===== config.mk =====
export PLATFORM = sky130hd
export DESIGN_NAME = glyph_atlas_shelf_packer
export DESIGN_NICKNAME = d
export VERILOG_FILES = /design/src/sv/gasp_pkg.sv /design/src/sv/glyph_atlas_shelf_packer.sv
export SDC_FILE = /design/constraint.sdc
export NUM_CORES = 1
export LEC_CHECK = 0
export ABC_AREA = 1
export BUFFER_PORTS_ARGS = -buffer_cell sky130_fd_sc_hd__clkbuf_2
export CORE_MARGIN = 2
export CORE_UTILIZATION = 45
export CTS_CLUSTER_DIAMETER = 40
export DETAILED_ROUTE_END_ITERATION = 8
export MAX_ROUTING_LAYER = met4
export PLACE_DENSITY = 0.71
export SYNTH_ARGS = -nofsm -noshare
export SYNTH_HDL_FRONTEND = slang
export SYNTH_SLANG_ARGS = --single-unit
export TNS_END_PERCENT = 50

===== constraint.sdc =====
create_clock -name aclk -period 9.4 [get_ports aclk]
set_clock_uncertainty 0.15 [all_clocks]
set_input_delay 1.41 -clock aclk [delete_from_list [all_inputs] [get_ports aclk]]
set_output_delay 1.41 -clock aclk [all_outputs]
set_load 0.05 [all_outputs]

===== src/sv/gasp_pkg.sv =====
package gasp_pkg;

    localparam int MAX_PAGES = 8;
    localparam int ATLAS_MAX = 4096;

    localparam int PAGE_W = $clog2(MAX_PAGES);
    localparam int CNT_W  = $clog2(MAX_PAGES + 1);
    localparam int DIM_W  = 13;
    localparam int ROW_W  = 14;
    localparam int POS_W  = 12;
    localparam int SUM_W  = 15;

    localparam logic [DIM_W-1:0] ATLAS_RESET = DIM_W'(1024);
    localparam logic [DIM_W-1:0] ATLAS_CAP   = DIM_W'(ATLAS_MAX);
    localparam logic [ROW_W-1:0] ROW_LIMIT   = ROW_W'(16383);

    typedef enum logic [1:0] {
        STATUS_PLACED  = 2'd0,
        STATUS_EMPTY   = 2'd1,
        STATUS_NO_ROOM = 2'd2,
        STATUS_CLEARED = 2'd3
    } status_t;

endpackage


===== src/sv/glyph_atlas_shelf_packer.sv =====
// Shelf allocator for square glyph atlas pages.
// Input stream (s_*): one beat is a request. s_tuser is the kind (0 place,
// 1 clear all pages); s_tdata carries glyph width and height.
// Result stream (m_*): exactly one beat per request. m_tuser is the status
// (placed, empty glyph, no room, cleared); m_tdata carries page, position and
// the opened-page flag, all zero unless the glyph was placed.
// Config channel (cfg_*): writes atlas_size, always ready; write only while
// the block is idle.
// Sequence: a clear or an empty glyph goes straight to the result. A placement
// tries each open page (column check, shelf move on overflow, row check), then
// width and height for a new page if none fits, then updates pen and shelf. The
// result goes valid in the same cycle that the block is idle to accept again.
// The fit checks run one at a time through a single add-and-compare unit.
// s_tready is high only while idle. The result sits in an output register,
// so the next request is accepted while it waits; a stalled receiver holds
// that beat and a finished second result then waits in the sequencer.
// Reset: no pages open, atlas_size = 1024, no result pending.
module glyph_atlas_shelf_packer (
    input  logic        aclk,
    input  logic        aresetn,
    input  logic        s_tvalid,
    output logic        s_tready,
    input  logic [31:0] s_tdata,   // glyph_width[12:0], glyph_height[25:13], zero fill
    input  logic [0:0]  s_tuser,   // kind[0]
    output logic        m_tvalid,
    input  logic        m_tready,
    output logic [31:0] m_tdata,   // page_index[2:0], pos_x[14:3], pos_y[26:15],
                                   // opened_page[27], zero fill
    output logic [1:0]  m_tuser,   // status[1:0]
    input  logic        cfg_valid,
    output logic        cfg_ready,
    input  logic [12:0] cfg_data   // atlas_size
);

    localparam int PW = gasp_pkg::PAGE_W;
    localparam int CW = gasp_pkg::CNT_W;
    localparam int DW = gasp_pkg::DIM_W;
    localparam int RW = gasp_pkg::ROW_W;
    localparam int XW = gasp_pkg::POS_W;
    localparam int SW = gasp_pkg::SUM_W;
    localparam int NP = gasp_pkg::MAX_PAGES;

    typedef enum logic [2:0] {
        ST_IDLE,
        ST_COL,
        ST_MOVE,
        ST_ROW,
        ST_CHKW,
        ST_CHKH,
        ST_UPD,
        ST_RESULT
    } state_t;

    state_t state_reg, state_next;

    logic [DW-1:0] atlas_size_reg, atlas_size_next;
    logic [CW-1:0] pages_open_reg, pages_open_next;
    logic [PW-1:0] page_reg, page_next;
    logic [DW-1:0] width_reg, width_next;
    logic [DW-1:0] height_reg, height_next;

    gasp_pkg::status_t res_status_reg, res_status_next;
    logic [PW-1:0]     res_page_reg, res_page_next;
    logic [XW-1:0]     res_x_reg, res_x_next;
    logic [XW-1:0]     res_y_reg, res_y_next;
    logic              res_opened_reg, res_opened_next;

    logic          m_tvalid_reg, m_tvalid_next;
    logic [31:0]   m_tdata_reg, m_tdata_next;
    logic [1:0]    m_tuser_reg, m_tuser_next;

    logic [DW-1:0] pen_column_mem [NP];
    logic [RW-1:0] pen_row_mem    [NP];
    logic [DW-1:0] shelf_mem      [NP];

    logic          wr_en;
    logic [PW-1:0] wr_page;
    logic [DW-1:0] wr_column;
    logic [RW-1:0] wr_row;
    logic [DW-1:0] wr_shelf;

    logic [DW-1:0] cur_column;
    logic [RW-1:0] cur_row;
    logic [DW-1:0] cur_shelf;

    logic [DW-1:0] side;
    logic [RW-1:0] op_a;
    logic [DW-1:0] op_b;
    logic [SW-1:0] sum;
    logic          over;

    logic          accept;
    logic          out_free;
    logic [CW-1:0] page_inc;

    assign s_tready  = (state_reg == ST_IDLE);
    assign cfg_ready = 1'b1;
    assign accept    = s_tvalid && s_tready;
    assign out_free  = !m_tvalid_reg || m_tready;
    assign m_tvalid  = m_tvalid_reg;
    assign m_tdata   = m_tdata_reg;
    assign m_tuser   = m_tuser_reg;

    assign side = (atlas_size_reg > gasp_pkg::ATLAS_CAP) ? gasp_pkg::ATLAS_CAP : atlas_size_reg;

    assign cur_column = pen_column_mem[page_reg];
    assign cur_row    = pen_row_mem[page_reg];
    assign cur_shelf  = shelf_mem[page_reg];
    assign page_inc   = CW'(page_reg) + CW'(1);

    // shared add-and-compare unit: a + b + pad against the page side
    always_comb begin
        case (state_reg)
            ST_COL, ST_UPD: begin
                op_a = RW'(cur_column);
                op_b = width_reg;
            end
            ST_MOVE: begin
                op_a = cur_row;
                op_b = cur_shelf;
            end
            ST_ROW: begin
                op_a = cur_row;
                op_b = height_reg;
            end
            ST_CHKW: begin
                op_a = '0;
                op_b = width_reg;
            end
            ST_CHKH: begin
                op_a = '0;
                op_b = height_reg;
            end
            default: begin
                op_a = '0;
                op_b = '0;
            end
        endcase
    end

    assign sum  = SW'(op_a) + SW'(op_b) + SW'(1);
    assign over = sum > SW'(side);

    always_comb begin
        state_next      = state_reg;
        atlas_size_next = atlas_size_reg;
        pages_open_next = pages_open_reg;
        page_next       = page_reg;
        width_next      = width_reg;
        height_next     = height_reg;
        res_status_next = res_status_reg;
        res_page_next   = res_page_reg;
        res_x_next      = res_x_reg;
        res_y_next      = res_y_reg;
        res_opened_next = res_opened_reg;
        m_tvalid_next   = m_tvalid_reg && !m_tready;
        m_tdata_next    = m_tdata_reg;
        m_tuser_next    = m_tuser_reg;
        wr_en           = 1'b0;
        wr_page         = page_reg;
        wr_column       = cur_column;
        wr_row          = cur_row;
        wr_shelf        = cur_shelf;

        if (cfg_valid) begin
            atlas_size_next = cfg_data;
        end

        case (state_reg)
            ST_IDLE: begin
                if (accept) begin
                    width_next      = s_tdata[12:0];
                    height_next     = s_tdata[25:13];
                    page_next       = '0;
                    res_page_next   = '0;
                    res_x_next      = '0;
                    res_y_next      = '0;
                    res_opened_next = 1'b0;
                    if (s_tuser[0]) begin
                        pages_open_next = '0;
                        res_status_next = gasp_pkg::STATUS_CLEARED;
                        state_next      = ST_RESULT;
                    end else if (s_tdata[12:0] == '0 || s_tdata[25:13] == '0) begin
                        res_status_next = gasp_pkg::STATUS_EMPTY;
                        state_next      = ST_RESULT;
                    end else if (pages_open_reg == '0) begin
                        state_next = ST_CHKW;
                    end else begin
                        state_next = ST_COL;
                    end
                end
            end
            ST_COL: begin
                state_next = over ? ST_MOVE : ST_ROW;
            end
            ST_MOVE: begin
                wr_en      = 1'b1;
                wr_column  = '0;
                wr_shelf   = '0;
                wr_row     = sum[SW-1] ? gasp_pkg::ROW_LIMIT : sum[RW-1:0];
                state_next = ST_ROW;
            end
            ST_ROW: begin
                if (over) begin
                    if (page_inc < pages_open_reg) begin
                        page_next  = page_inc[PW-1:0];
                        state_next = ST_COL;
                    end else begin
                        state_next = ST_CHKW;
                    end
                end else begin
                    res_status_next = gasp_pkg::STATUS_PLACED;
                    res_page_next   = page_reg;
                    res_x_next      = cur_column[XW-1:0];
                    res_y_next      = cur_row[XW-1:0];
                    res_opened_next = 1'b0;
                    state_next      = ST_UPD;
                end
            end
            ST_CHKW: begin
                if (over || pages_open_reg >= CW'(NP)) begin
                    res_status_next = gasp_pkg::STATUS_NO_ROOM;
                    state_next      = ST_RESULT;
                end else begin
                    state_next = ST_CHKH;
                end
            end
            ST_CHKH: begin
                if (over) begin
                    res_status_next = gasp_pkg::STATUS_NO_ROOM;
                    state_next      = ST_RESULT;
                end else begin
                    wr_en           = 1'b1;
                    wr_page         = pages_open_reg[PW-1:0];
                    wr_column       = '0;
                    wr_row          = '0;
                    wr_shelf        = '0;
                    page_next       = pages_open_reg[PW-1:0];
                    pages_open_next = pages_open_reg + CW'(1);
                    res_status_next = gasp_pkg::STATUS_PLACED;
                    res_page_next   = pages_open_reg[PW-1:0];
                    res_x_next      = '0;
                    res_y_next      = '0;
                    res_opened_next = 1'b1;
                    state_next      = ST_UPD;
                end
            end
            ST_UPD: begin
                wr_en      = 1'b1;
                wr_column  = sum[DW-1:0];
                wr_shelf   = (height_reg > cur_shelf) ? height_reg : cur_shelf;
                state_next = ST_RESULT;
            end
            ST_RESULT: begin
                if (out_free) begin
                    m_tvalid_next = 1'b1;
                    m_tuser_next  = res_status_reg;
                    m_tdata_next  = {4'b0, res_opened_reg, res_y_reg, res_x_reg, res_page_reg};
                    state_next    = ST_IDLE;
                end
            end
            default: begin
                state_next = ST_IDLE;
            end
        endcase
    end

    always_ff @(posedge aclk) begin
        if (!aresetn) begin
            state_reg      <= ST_IDLE;
            atlas_size_reg <= gasp_pkg::ATLAS_RESET;
            pages_open_reg <= '0;
            m_tvalid_reg   <= 1'b0;
        end else begin
            state_reg      <= state_next;
            atlas_size_reg <= atlas_size_next;
            pages_open_reg <= pages_open_next;
            m_tvalid_reg   <= m_tvalid_next;
        end
        page_reg       <= page_next;
        width_reg      <= width_next;
        height_reg     <= height_next;
        res_status_reg <= res_status_next;
        res_page_reg   <= res_page_next;
        res_x_reg      <= res_x_next;
        res_y_reg      <= res_y_next;
        res_opened_reg <= res_opened_next;
        m_tdata_reg    <= m_tdata_next;
        m_tuser_reg    <= m_tuser_next;
    end

    always_ff @(posedge aclk) begin
        if (wr_en) begin
            pen_column_mem[wr_page] <= wr_column;
            pen_row_mem[wr_page]    <= wr_row;
            shelf_mem[wr_page]      <= wr_shelf;
        end
    end

endmodule


==> flow_summary.toml, run 1 <==
[synth]
synth-edff-count = 409
avgSynthCellArea_sq_um = 11.60
syn_inst = 1623
synth_top_cell_by_area = "edfxtp_1"
async_flop_share = 0
syn-cell-area_sq_um = 18830
synth_top_area_frac = 0.6522
ys_seq_area_frac = 0.6777
ys_warn_count = 0
synthTopCellsByArea = "edfxtp_1, o21ai_0, nor2_1"
synthFlopType = "edfxtp_1"
synth-seq-cells = 433
synth_cell_types = 47

[place]
routabilityCongestion = 0.9294
io_buffers = 76
post-place-cells = 2182
dp_hpwl_mm = 29.00
dp_slack_ns = 1.992

[timing]
slew_headroom = 0.2446
post-route-period-util = 0.8231
setup_slack_ns = 1.663
rsz0062_at_grt = "false"
hold_slack_ns = 0.2692
drv_slew = 0
tns_ns = 0
hold_viol_final = 0
fmax_mhz = 129.2
tightest_slew_ns = 1.129
finalSetupViolCount = 0
min_period_ns = 7.737

[route]
ant_nets = 0
drc = 0
routed_wl_mm = 47.00
wire_per_inst_um = 20.71
drt_iter0_markers = 1393
drtPass1Iterations = 6
num_vias = 13110
avgViaCountPerCell = 5.777

[final_layout]
final_cells = 2270
antennaDiodeCount = 0
top_regs = "pen_row_mem: 112 flops, pen_column_mem: 104 flops, shelf_mem: 104 flops"
nets = 1795
finish.utilization = 0.5240
num-fill-cells = 3435
largest_register_ffs = 112
areaGrowthSynthToFinish_pct = 14.40
final_common_cell = "edfxtp_1"
drive_gt1_frac = 0.1427
mostFrequentLayoutCells = "edfxtp_1, nor2_1, o21ai_0"
largest_register = "pen_row_mem"

[die]
ioPinCount = 88
coreArea_sq_um = 41110
rows = 74
start_util = 0.4581
die_w_um = 208.6
dieArea_sq_um = 43500
die_h_um = 208.6

[power]
p_per_area_nw_per_um2 = 407.4
ir_drop_mv = 0.2283
leakage_uw = 0.007689

[job]
drv_cap = 0

[setup_path]
critPathKind = "register to register"
arrival_ns = 7.76
r2r_slack_ns = 1.66
cp.required_ns = 9.43
rr_startpoint = "state_reg[0]$_SDFFE_PN0P_"
worst_setup_path_end_kind = "register"
r2r-end = "shelf_mem[6][3]$_DFFE_PP_"
reg2regPathDepth = 26
worstPathMaxFanout = 36
critPathLaunchType = "register"

[clock_network]
cts_max_level = 2
cts_buffers = 49
cts.reportedPaths.clkPinSlew_ns = 0.06
cts_setup_buffers = 0
post_cts_resized = 0
holdBufCountCts = 0
root_buffer = "clkbuf_16"
cts.sinks = 433
cts_tree = "yes"
insertion_delay_ns = 0.57
clock_path_buffers = 3

[global_route]
antenna_found_initial = 0
grt_pass1_vias = 12570
grt_use_total = 0.2207
grt_max_degree = 161
grt_pass1_wl_mm = 71.75
gr-total-overflow = 0

[min_path]
holdPathStages = 0
worstHoldStart = "res_x_reg[2]$_SDFFCE_PN0P_"
hold_class = "register to register"
min_to = "m_tdata[5]$_DFFE_PP_"

[run_status]
status = "completed"
worst max path at each step:
stage / startpoint / to / cells past startpoint
finish: state_reg[0]$_SDFFE_PN0P_ / shelf_mem[6][3]$_DFFE_PP_ / 26
global route: state_reg[0]$_SDFFE_PN0P_ / shelf_mem[6][3]$_DFFE_PP_ / 25
CTS: state_reg[0]$_SDFFE_PN0P_ / shelf_mem[6][3]$_DFFE_PP_ / 26
detailed placement: state_reg[0]$_SDFFE_PN0P_ / shelf_mem[6][10]$_DFFE_PP_ / 25
global placement: state_reg[0]$_SDFFE_PN0P_ / shelf_mem[6][0]$_DFFE_PP_ / 27
floorplan: register / res_opened_reg$_DFFE_PP_ / 27
synth_stat cells, types with 12 or more instances:
| library cell | instances |
|---|---|
| edfxtp_1 | 409 |
| o21ai_0 | 236 |
| ha_1 | 42 |
| nor2_1 | 255 |
| nand2_1 | 188 |
| nand3_1 | 39 |
| a22oi_1 | 12 |
| nand2_2 | 17 |
| o21ai_1 | 24 |
| dfxtp_1 | 24 |
| o221ai_1 | 51 |
| inv_1 | 74 |
| clkbuf_1 | 68 |
| a21oi_1 | 30 |
| o22ai_1 | 49 |
critical path: stages (launching register included):
cell,delay [ns]
dfxtp_1,0.40
nor2_1,0.08
inv_1,0.11
nor2_1,0.07
nor2_1,0.85
nand2_1,0.69
a22oi_1,0.37
o21ai_0,0.27
ha_1,0.44
nand2_1,0.11
inv_1,0.04
nand2_1,0.06
nand3_1,0.17
a21oi_1,0.26
o21bai_1,0.11
xor2_1,0.42
ha_1,0.34
nand3_1,0.11
nor2_2,0.05
nand2_1,0.07
nand3_2,0.15
nand2_4,0.14
nand2_4,0.10
nand2_4,0.41
nand3_1,0.43
nor2_4,0.32
buf_4,0.57
where the power goes:
part	internal [uW]	switching, uW
clock network	1100	776
registers	3030	125
logic	1010	2740
routing by layer:
metal	vias to the layer above	global-route usage	part of all wire
li1	6072	-	-
met3	96	0.03111	0.092
met2	626	0.3400	0.46
met4	0	0.06897	0.027
met5	-	-	0
met1	6319	0.3058	0.42
cell families (layout without fill, tap and decap cells):
family | count (synthesis) | count (layout) | share of synthesized area
xor gates and xnor gates | 10 | 10 | 0.004651
and+or+nand+nor | 543 | 543 | 0.1210
buffers and inverters | 170 | 282 | 0.03608
AOI/OAI and AO/OA | 422 | 422 | 0.1312
adders and majority gates | 43 | 43 | 0.02897
DFF | 433 | 433 | 0.6777
other | 2 | 5 | 0.0003988
area by class of cell:
type	instances	area (sq um)	share of cell area
sequential	433	12770	0.5927
multi-input combinational	1023	5479	0.2543
inverter	86	327.8	0.01522
timing repair buffer	108	683.2	0.03171
tap	532	665.6	0.03090
clock buffer	55	1270	0.05895
clock inverter	33	349.1	0.01620
through the flow:
step | instance area (sq um) | power (uW)
final | 21540 | 8777
after floorplan | 18840 | 5627
after detailed placement | 19920 | 6863
after global routing | 21540 | 9271
after global placement | 19920 | 6750
after CTS | 21540 | 8736
No activity file was read; power rests on OpenSTA's default activity.
==> run 2: changes to the inputs <==
ABC_AREA = 0   (was 1)
clock period = 7.3 ns   (was 9.4 ns; I/O delays follow)
==> flow_summary.toml, run 2 <==
[global_route]
grt_pass1_wl_mm = 66.49
grt_use_total = 0.2069
gr-total-overflow = 0
grt_pass1_vias = 11130
grt_max_degree = 38
antenna_found_initial = 0

[final_layout]
antennaDiodeCount = 0
top_regs = "pen_row_mem: 112 flops, pen_column_mem: 104 flops, shelf_mem: 104 flops"
drive_gt1_frac = 0.2527
largest_register_ffs = 112
mostFrequentLayoutCells = "edfxtp_1, nor2_1, mux4_2"
final_common_cell = "edfxtp_1"
nets = 1433
areaGrowthSynthToFinish_pct = 16.49
largest_register = "pen_row_mem"
fin_area_sq_um = 22120

[timing]
tightest_slew_ns = 1.106
rsz0062_at_grt = "false"
setup_slack_ns = 0.4861
slew_headroom = 0.2619
fmax_mhz = 146.8
post-route-period-util = 0.9334
finalSetupViolCount = 0
min_period_ns = 6.814
hold_viol_final = 0
drv_slew = 0

[route]
avgViaCountPerCell = 5.829
routed_wl_mm = 43.39
met1Wirelength_mm = 18.38
drc = 0
ant_nets = 0
drt_iter0_markers = 1151
dr_wl_met2_mm = 20.83
num_vias = 11150
drtPass1Iterations = 5
met3_wirelength_mm = 2.793
routed.top_layer = "met4"
wire_per_inst_um = 22.69

[clock_network]
cts.reportedPaths.clkPinSlew_ns = 0.06
insertion_delay_ns = 0.57
cts_tree = "yes"
cts.sinks = 433
cts_max_level = 2
cts_buffers = 48
holdBufCountCts = 0
root_buffer = "clkbuf_16"
clock_path_buffers = 3

[place]
placed_area_sq_um = 20550
io_buffers = 76
dp_hpwl_mm = 28.08
routabilityCongestion = 0.9368
dp_slack_ns = 0.3144

[min_path]
hold_class = "register to register"
worstHoldStart = "res_y_reg[3]$_SDFFCE_PN0P_"

[synth]
synthTopCellsByCount = "edfxtp_1, nor2_1, mux4_2"
ys_seq_area_frac = 0.6722
synth_top_area_frac = 0.6469
avgSynthCellArea_sq_um = 15.72
synthTopCellsByArea = "edfxtp_1, mux4_2, mux2i_1"
async_flop_share = 0
synthFlopType = "edfxtp_1"
ys_warn_count = 0
synth_top_cell_by_area = "edfxtp_1"
synth-seq-cells = 433
synth_cell_types = 68
syn_inst = 1208
synth.most_common_cell = "edfxtp_1"
syn-cell-area_sq_um = 18990
synth-edff-count = 409

[setup_path]
critPathKind = "register to register"
arrival_ns = 6.91
worstPathMaxFanout = 31
cp.required_ns = 7.40
critPathLaunchType = "register"
worst_setup_path_end_kind = "register"

[die]
die_w_um = 209.4
rows = 75
dieArea_sq_um = 43850
start_util = 0.4547
ioPinCount = 88
die_h_um = 209.4
coreArea_sq_um = 41760

[job]
drv_cap = 0

[run_status]
status = "completed"
==> run 2: final cells by class <==
type / count / area [sq um]
inverter: 25 / 93.84
clock inverter: 27 / 230.2
timing repair buffer: 150 / 1094
fill: 3260 / 19640
sequential: 433 / 12770
tap: 539 / 674.4
clock buffer: 57 / 1256
multi-input combinational: 681 / 5998
==> run 2: through the flow <==
step,hold WS (ns),setup TNS (ns),instances,utilization
5_1_grt,0.2654,0,1912,0.5297
3_3_place_gp,0.2531,0,1824,0.4921
4_1_cts,0.2641,0,1908,0.5277
6_report,0.2622,0,1912,0.5297
3_5_place_dp,0.2545,0,1824,0.4921
2_1_floorplan,0.2503,-80.38,1211,-
==> run 2: kinds of logic (layout without fill, tap and decap cells) <==
kind of cell / after synthesis / count (layout) / share of synthesized area
xor gates and xnor gates: 10 / 10 / 0.004613
DFF: 433 / 433 / 0.6722
and+or+nand+nor: 250 / 250 / 0.06069
AOI/OAI and AO/OA: 226 / 226 / 0.08152
other: 2 / 5 / 0.0003955
adders and majority gates: 43 / 43 / 0.02873
muxes: 147 / 147 / 0.1303
buffers and inverters: 97 / 259 / 0.02155
==> run 2: worst paths after layout <==
path                            slack, ns                             end  cells past startpoint
worst max-delay path                 0.49  pen_column_mem[1][5]$_DFFE_PP_                     25
worst min-delay path                 0.26           m_tdata[18]$_DFFE_PP_                      0
worst max register to register       0.49  pen_column_mem[1][5]$_DFFE_PP_                     25
worst min register to register       0.26           m_tdata[18]$_DFFE_PP_                      0
==> run 2: per-layer routing <==
metal	GRT usage	vias up
li1	-	5023
met1	0.2714	5618
met3	0.03322	86
met2	0.3284	419
met5	-	-
met4	0.07759	0
==> run 2: worst max-delay path, stage by stage (launching register included) <==
cell and delay (ns):
dfxtp_4 0.68, buf_4 0.38, mux4_2 0.35, mux2i_1 0.28, buf_4 0.21, o21ai_0 0.12
ha_1 0.43, and2_1 0.22, a22o_1 0.18, a21oi_1 0.11, nand2_1 0.10, a21oi_1 0.23
o21bai_1 0.09, a21oi_1 0.18, xnor2_1 0.33, ha_1 0.38, nand2_1 0.10, nor4_2 0.05
o21ai_0 0.09, o22ai_1 0.09, o21ai_0 0.31, o211a_4 0.25, nor3_2 0.06, buf_4 0.20
or2_4 0.28, o2bb2ai_1 0.62
==> run 2: repair_timing <==
| action | 4_1_cts | 5_1_grt |
|---|---|---|
| setup buffers | 0 | 4 |
| setup endpoints to repair | 0 | 444 |
| resized for setup | 0 | 24 |
Power of run 2 is not shown: default switching activity piles up to over one toggle a cycle in this logic, so the estimate is an artifact.
==> run 3: changes to the inputs <==
CORE_ASPECT_RATIO = 0.5   (was unset)
==> flow_summary.toml, run 3 (synthesis gave the netlist of run 2 again) <==
[timing]
fmax_mhz = 145.2
finalSetupViolCount = 0
tightest_slew_ns = 1.076
slew_headroom = 0.2821
min_period_ns = 6.887
post-route-period-util = 0.9434
hold_viol_final = 0
drv_slew = 0

[place]
routabilityCongestion = 0.8913
dp_hpwl_mm = 29.77
post-place-cells = 1835
io_buffers = 76
placed_area_sq_um = 20590

[die]
start_util = 0.4545
die_h_um = 149.2
die_w_um = 294.5
rows = 53
coreArea_sq_um = 41780
ioPinCount = 88
dieArea_sq_um = 43950

[job]
drv_cap = 0

[setup_path]
critPathKind = "register to register"
slowest_stage = "mux4_2"
worstPathMaxFanout = 21
arrival_ns = 7.03
critPathBufInv = 5
cp.required_ns = 7.45
worst_setup_path_end_kind = "register"
critPathLaunchType = "register"
crit_family = "compound AO/OA/AOI/OAI gates"
crit_path_max_incr_delay_ns = 0.49

[route]
wire_per_inst_um = 23.55
routed_wl_mm = 45.31
met1Wirelength_mm = 19.53
drc = 0
avgViaCountPerCell = 5.923
met3_wirelength_mm = 3.013
drtPass1Iterations = 5
routed.top_layer = "met4"
ant_nets = 0
num_vias = 11400
drt_iter0_markers = 1178
dr_wl_met2_mm = 21.83

[clock_network]
cts_buffers = 43
clock_path_buffers = 3
cts_max_level = 2
insertion_delay_ns = 0.55
cts.reportedPaths.clkPinSlew_ns = 0.06
cts_tree = "yes"
cts.sinks = 433
root_buffer = "clkbuf_16"

[final_layout]
final_cells = 1924
largest_register = "pen_row_mem"
areaGrowthSynthToFinish_pct = 17.27
top_regs = "pen_row_mem: 112 flops, pen_column_mem: 104 flops, shelf_mem: 104 flops"
drive_gt1_frac = 0.2547
nets = 1436
final_common_cell = "edfxtp_1"
mostFrequentLayoutCells = "edfxtp_1, nor2_1, mux4_2"
antennaDiodeCount = 0
largest_register_ffs = 112
fin_area_sq_um = 22270

[global_route]
gr-total-overflow = 0
grt_use_total = 0.2146
antenna_found_initial = 0
grt_pass1_vias = 11440
grt_max_degree = 39
grt_pass1_wl_mm = 68.31

[run_status]
status = "completed"

[min_path]
hold_class = "register to register"
[run 3: layout make-up]
cell class,instances,area (sq um)
clock buffers,55,1164
clock inverters,22,339.1
fillers,3288,19510
inverters,25,93.84
multi-input cells,681,6021
flip-flops and latches,433,12770
well taps,550,688.2
repair buffers,158,1187
[run 3: path summary, 6_finish.rpt]
check | start | to | slack (ns) | cells past startpoint
hold / removal | res_y_reg[1]$_SDFFCE_PN0P_ | m_tdata[16]$_DFFE_PP_ | 0.27 | 0
hold reg to reg | res_y_reg[1]$_SDFFCE_PN0P_ | m_tdata[16]$_DFFE_PP_ | 0.27 | 0
setup / recovery | register | shelf_mem[1][12]$_DFFE_PP_ | 0.41 | 30
setup reg to reg | register | shelf_mem[1][12]$_DFFE_PP_ | 0.41 | 30
[run 3: per-stage QoR]
stage | hold slack [ns] | TNS, ns | setup WS (ns) | util
5_1_grt | 0.2747 | -0.06930 | -0.01071 | 0.5329
4_1_cts | 0.2656 | 0 | 0.3513 | 0.5289
6_report | 0.2656 | 0 | 0.4132 | 0.5329
3_3_place_gp | 0.2512 | 0 | 0.4501 | 0.4929
3_5_place_dp | 0.2552 | 0 | 0.3407 | 0.4929
2_1_floorplan | 0.2503 | -80.38 | -0.5787 | -
[run 3: worst register-to-register path: cells and delay by family (launching register included)]
kind | cells | cell delay (ns)
AOI/OAI and AO/OA | 12 | 2.35
xor gates and xnor gates | 1 | 0.18
adders and majority gates | 2 | 0.58
buffers and inverters | 5 | 0.87
DFF | 1 | 0.44
muxes | 2 | 0.83
and+or+nand+nor | 8 | 1.22
[run 3: timing repair]
| item | CTS | global route |
|---|---|---|
| endpoints found under the setup margin | 0 | 485 |
| setup buffers | 0 | 12 |
| hold buffers | 0 | 0 |
| resized for setup | 0 | 27 |
[run 3: layer usage]
| metal | track usage | vias up |
|---|---|---|
| li1 | - | 5036 |
| met1 | 0.2896 | 5824 |
| met5 | - | - |
| met3 | 0.03442 | 82 |
| met2 | 0.3436 | 454 |
| met4 | 0.05459 | 0 |
Power of run 3 is left out for the same reason.
